<file path="config.mk">
export PLATFORM = sky130hd
export DESIGN_NAME = cpa_ctrl
export DESIGN_NICKNAME = d
export VERILOG_FILES = /design/src/rtl/cpa_pkg.sv /design/src/rtl/cpa_ctrl.sv
export SDC_FILE = /design/constraint.sdc
export NUM_CORES = 1
export LEC_CHECK = 0
export ABC_AREA = 1
export ABC_CLOCK_PERIOD_IN_PS = 1800
export BUFFER_PORTS_ARGS = -buffer_cell sky130_fd_sc_hd__buf_2
export CAP_MARGIN = 20
export CORE_AREA = 2 2 39 41
export CTS_BUF_LIST = sky130_fd_sc_hd__clkbuf_4
export DETAILED_ROUTE_END_ITERATION = 10
export DIE_AREA = 0 0 41 43
export SKIP_LAST_GASP = 1
export SLEW_MARGIN = 20
export SYNTH_ARGS = -nofsm -noshare
export SYNTH_HDL_FRONTEND = slang
export SYNTH_SLANG_ARGS = --single-unit
</file>
<file path="constraint.sdc">
create_clock -name clock -period 1.8 [get_ports clock]
set_input_delay 0.09 -clock clock [delete_from_list [all_inputs] [get_ports clock]]
set_output_delay 0.09 -clock clock [all_outputs]
set_load 0.03 [all_outputs]
</file>
<file path="src/rtl/cpa_pkg.sv">
// shared constants, types and codes of the contiguous page allocator
package cpa_pkg;

   localparam int PAGES     = 1024;
   localparam int PAGE_W    = $clog2(PAGES);
   localparam int WORD_BITS = 8;
   localparam int BIT_W     = $clog2(WORD_BITS);
   localparam int WORDS     = PAGES / WORD_BITS;
   localparam int WADDR_W   = $clog2(WORDS);
   localparam int FRAME_W   = 20;
   localparam int CNT_W     = 11;
   localparam int PIU_W     = 11;
   localparam int CSR_IDX_W = 1;
   localparam int CSR_W     = 20;

   localparam logic [CSR_IDX_W-1:0] CSR_BASE_FRAME = 1'b0;
   localparam logic [CSR_IDX_W-1:0] CSR_PAGES_USED = 1'b1;

   localparam logic FUNC_ALLOC = 1'b0;
   localparam logic FUNC_FREE  = 1'b1;

   localparam logic [1:0] ST_OK       = 2'd0;
   localparam logic [1:0] ST_NOROOM   = 2'd1;
   localparam logic [1:0] ST_NOTSTART = 2'd2;

   typedef enum logic [2:0] {
      S_CLEAR, S_IDLE, S_SCAN, S_FREE_RD, S_FREE_CHK, S_MARK_RD, S_MARK_WR
   } state_type;

   typedef struct packed {
      logic       clr;
      logic       load;
      logic       scan;
      logic       free_rd;
      logic       free_go;
      logic       mark_rd;
      logic       mark_wr;
      logic       resp;
      logic [1:0] resp_status;
   } cmd_type;

   typedef struct packed {
      logic clr_last;
      logic alloc_bad;
      logic scan_hit;
      logic scan_fail;
      logic free_bad;
      logic mark_last;
   } stat_type;

endpackage

</file>
<file path="src/rtl/cpa_ctrl.sv">
// controller state machine of the page allocator
module cpa_ctrl (
   input  logic              clock,
   input  logic              reset,
   input  logic              start,
   input  logic              req_func,
   input  cpa_pkg::stat_type stat,
   output cpa_pkg::cmd_type  cmd,
   output logic              busy
);
   import cpa_pkg::*;

   state_type state_ff, state_in;

   always_ff @(posedge clock) begin
      if (reset) begin
         state_ff <= S_CLEAR;
      end else begin
         state_ff <= state_in;
      end
   end

   always_comb begin
      state_in = state_ff;
      unique case (state_ff)
         S_CLEAR: begin
            if (stat.clr_last) state_in = S_IDLE;
         end
         S_IDLE: begin
            if (start) begin
               if (req_func == FUNC_FREE) state_in = S_FREE_RD;
               else if (!stat.alloc_bad) state_in = S_SCAN;
            end
         end
         S_SCAN: begin
            if (stat.scan_hit) state_in = S_MARK_RD;
            else if (stat.scan_fail) state_in = S_IDLE;
         end
         S_FREE_RD: state_in = S_FREE_CHK;
         S_FREE_CHK: begin
            state_in = stat.free_bad ? S_IDLE : S_MARK_RD;
         end
         S_MARK_RD: state_in = S_MARK_WR;
         S_MARK_WR: begin
            state_in = stat.mark_last ? S_IDLE : S_MARK_RD;
         end
         default: state_in = S_CLEAR;
      endcase
   end

   always_comb begin
      cmd  = '0;
      busy = (state_ff != S_IDLE);
      unique case (state_ff)
         S_CLEAR: cmd.clr = 1'b1;
         S_IDLE: begin
            if (start) begin
               cmd.load = 1'b1;
               if (req_func == FUNC_ALLOC && stat.alloc_bad) begin
                  cmd.resp        = 1'b1;
                  cmd.resp_status = ST_NOROOM;
               end
            end
         end
         S_SCAN: begin
            cmd.scan = 1'b1;
            if (!stat.scan_hit && stat.scan_fail) begin
               cmd.resp        = 1'b1;
               cmd.resp_status = ST_NOROOM;
            end
         end
         S_FREE_RD: cmd.free_rd = 1'b1;
         S_FREE_CHK: begin
            if (stat.free_bad) begin
               cmd.resp        = 1'b1;
               cmd.resp_status = ST_NOTSTART;
            end else begin
               cmd.free_go = 1'b1;
            end
         end
         S_MARK_RD: cmd.mark_rd = 1'b1;
         S_MARK_WR: begin
            cmd.mark_wr = 1'b1;
            if (stat.mark_last) begin
               cmd.resp        = 1'b1;
               cmd.resp_status = ST_OK;
            end
         end
         default: cmd = '0;
      endcase
   end

endmodule

</file>
; ---- Word level (Yosys, flattened, before mapping)
; Index checks and enable logic that the tools add are counted.
[classes]
n_eq_ne = 11
n_mux = 24
bitwise = 1
n_reduce_logical = 5
[op_table]
columns = operator, count
row1 = 2-to-1 mux 3 bit, 13
row2 = one-hot mux 3 bit (7 select lines), 1
row3 = one-hot mux 3 bit (4 select lines), 1
row4 = "== test 3 bit, second input constant", 3
row5 = 2-to-1 mux 1 bit, 9
row6 = "== test 3 x 2 -> 1 bit, second input constant", 2
row7 = "inequality test 3 bit, second input constant", 2
row8 = "inequality test 2 bit, second input constant", 2
row9 = AND reduction 4 bit, 1
row10 = "== test 3 x 1 -> 1 bit, second input constant", 1
row11 = zero test 3 bit, 1
row12 = "inequality test 3 x 1 -> 1 bit, second input constant", 1
row13 = logical AND 1 bit, 2
row14 = zero test 1 bit, 1
row15 = NOT 1 bit, 1
[totals]
reg_bits = 3
in_bits = 10
out_inout_bits = 11
wordCells = 42

; ---- Depth between registers and ports, before layout
[logic_depth]
depth_word = 5
mapped_depth = 8

; ---- Worst setup path before layout
; Ideal clock, no wire load.
[synth_path]
path_kind = flip-flop to output port
from = register state_ff[1]
to = output port cmd[2] in the netlist's numbering
arrival_time_ps = 1235
slack_ps = 475
stages_incl_launch_ff = 7
cell_sequence = dfxtp_1 > inv_2 > nor3_4 > nand2_1 > o21ai_2 > inv_2 > nand2_1
[synth_rtl]
columns = element, line
row1 = "start, declared", cpa_ctrl.sv:13  ; state_type state_ff, state_in;
row2 = "start signal, assigned", cpa_ctrl.sv:19  ; state_ff <= state_in;
row3 = "end, declared", cpa_ctrl.sv:8  ; output cpa_pkg::cmd_type cmd,

==> flow_summary.ini <==
[status]
status = completed

[routing]
post_drt_wl_per_cell_um = 8.091
drc_errors = 0
first_pass_iters = 4
wl_um = 801
drt_iter0_markers = 6
vias = 435
ant_nets = 0
via_per_inst = 4.394

[die]
rows = 14
die_w_um = 41
die_y_um = 43
dieArea_sq_um = 1763
core_sq_um = 1384
initial_utilization_pct = 27.22
ios = 21

[timing]
slew_headroom_pct = 69.22
final_max_slew_viol_count = 0
rsz0062_at_grt = false
final.period_utilization_pct = 85.69
tns_ns = 0
setup_viol = 0
fin_crit_ns = 1.542
report.final.hold_viol_count = 0
fin_skew_ns = 0.004059
max_freq_mhz = 648.3
tightestPinTransition_ns = 0.4610

[synthesis]
synth.distinct_cells = 18
synth_area_sq_um = 376.6
ys_ff_latch = 3
syn_nets = 71
synthCells = 61
yosysSeqAreaShare_pct = 15.95
ys_warn_count = 0
avgSynthCellArea_sq_um = 6.174

[clock_tree]
tritoncts = done
cts_hold_repair.buffers = 0
cts-htree-levels = 1
insertion_delay_ns = 0.24
postCtsSetupBuffers = 0
cts_buffers = 3
cts.repair.resized = 0
clock-sinks = 3
path_clk_slew_ns = 0.04
max-clock-path-buffers = 2
clockRootBuffer = clkbuf_4

[placed_design]
dp_hpwl_um = 697.9
globalplace.congestion = 0.6873
portBuffers = 20

[finish]
fillerInstances = 163
top_register = state_ff
diodes = 0
syn2layout_area_growth_pct = 33.89
layout_commonest_cell = buf_2
final_layout_size_suffix_gt1_share_pct = 46.99
largest_reg_flops = 3
layout_common_cells = 20 x buf_2, 11 x inv_1, 10 x nor2_1, 9 x nand2_1, 5 x nand3_1
nets = 94
biggestRegsByFlops = state_ff x3

[power_and_ir_drop]
power.leakage_nw = 0.3210
irDropWorstVdd_v = 0.0003164
power_density_nw_per_um2 = 1106
p_total_mw = 0.5579

[flow_run]
cap_viol_max_count = 0

[worst_setup_path]
critPathKind = flop to primary output
startpoint_type = flop
crit_arrival_ns = 1.45
cp-end-kind = primary output
regToRegSetupSlack_ns = 0.56
required_ns = 1.71
worstPathMaxFanout = 10

[global_route]
grt_max_degree = 11
grt_pass1_vias = 389
antenna_found_initial = 0
globalRoute.totalOverflow = 0
grt_pass1_wl_um = 1373
grt.total_usage_pct = 11.86

[worst_hold_path]
hold_path.class = input pin to flop
-- per-stage QoR --
| stage | hold WS (ns) | area (sq um) | std cells | util [%] | setup WS (ns) |
|---|---|---|---|---|---|
| 2_1_floorplan | 0.1624 | 376.6 | 61 | - | 0.4750 |
| 3_3_place_gp | 0.2872 | 474.2 | 95 | 34.27 | 0.5041 |
| 3_5_place_dp | 0.2951 | 474.2 | 95 | 34.27 | 0.5027 |
| 6_report | 0.04890 | 504.2 | 99 | 36.44 | 0.2576 |
| 4_1_cts | 0.04708 | 504.2 | 99 | 36.44 | 0.2429 |
| 5_1_grt | 0.04616 | 504.2 | 99 | 36.44 | 0.1317 |
-- per-layer routing --
metal | up-vias | global-route usage (%) | share of wire (%) | wire length [um]
li1 | 230 | - | - | -
met2 | 20 | 18.44 | 53 | 423
met1 | 183 | 12.26 | 37 | 300
met3 | 2 | 3.141 | 7.2 | 58
met5 | - | 0 | 0 | 0
met4 | 0 | 10.00 | 2.4 | 19
-- where the power goes --
| group | internal, mW | switching, mW | total [mW] |
|---|---|---|---|
| Clock | 0.0983 | 0.0374 | 0.136 |
| Sequential | 0.0825 | 0.0365 | 0.119 |
| Combinational | 0.0936 | 0.210 | 0.303 |
-- synthesized netlist by cell type --
master / instances / area, sq um
a21oi_1: 1 / 5.000
buf_6: 2 / 22.52
o21ai_1: 1 / 5.000
nor2_4: 1 / 11.26
inv_1: 11 / 41.29
inv_2: 3 / 11.26
nand3b_1: 2 / 15.01
nand2_1: 9 / 33.78
dfxtp_1: 3 / 60.06
nor3_2: 2 / 20.02
nand2_2: 3 / 18.77
nand3_1: 5 / 25.02
nand3_2: 2 / 20.02
nor2_1: 10 / 37.54
o21ai_2: 1 / 8.760
nor3_4: 1 / 16.27
nand4_1: 2 / 12.51
nor2_2: 2 / 12.51
-- critical path: stages (launching register included) --
cell     delay [ns]
dfxtp_1        0.60
inv_1          0.15
nand3_1        0.15
o21ai_2        0.06
inv_2          0.04
nand2_1        0.04
buf_2          0.17
-- logic make-up (layout without fill, tap and decap cells) --
logic type / Yosys count / count (layout) / share of synthesized area, %
and+or+nand+nor: 39 / 39 / 59.14
DFF: 3 / 3 / 15.95
AOI/OAI and AO/OA: 3 / 3 / 4.981
buffers and inverters: 16 / 38 / 19.93
-- final cells by class --
type | count | area (sq um) | area share, %
multi-input cells | 42 | 241.5 | 47.89
repair buffers | 20 | 100.1 | 19.85
flip-flops and latches | 3 | 60.06 | 11.91
inverters | 14 | 52.55 | 10.42
clock buffers | 4 | 30.03 | 5.955
well taps | 16 | 20.02 | 3.970
-- final timing paths --
path | from | end | depth (start not counted)
setup reg to reg | state_ff[0]$_SDFFE_PP0P_ | state_ff[2]$_SDFFE_PP0P_ | 5
hold reg to reg | state_ff[1]$_SDFFE_PP0P_ | state_ff[2]$_SDFFE_PP0P_ | 4
setup / recovery | state_ff[0]$_SDFFE_PP0P_ | cmd[2] | 6
hold / removal | reset | state_ff[2]$_SDFFE_PP0P_ | 2
(Power assumes the default switching activity.)
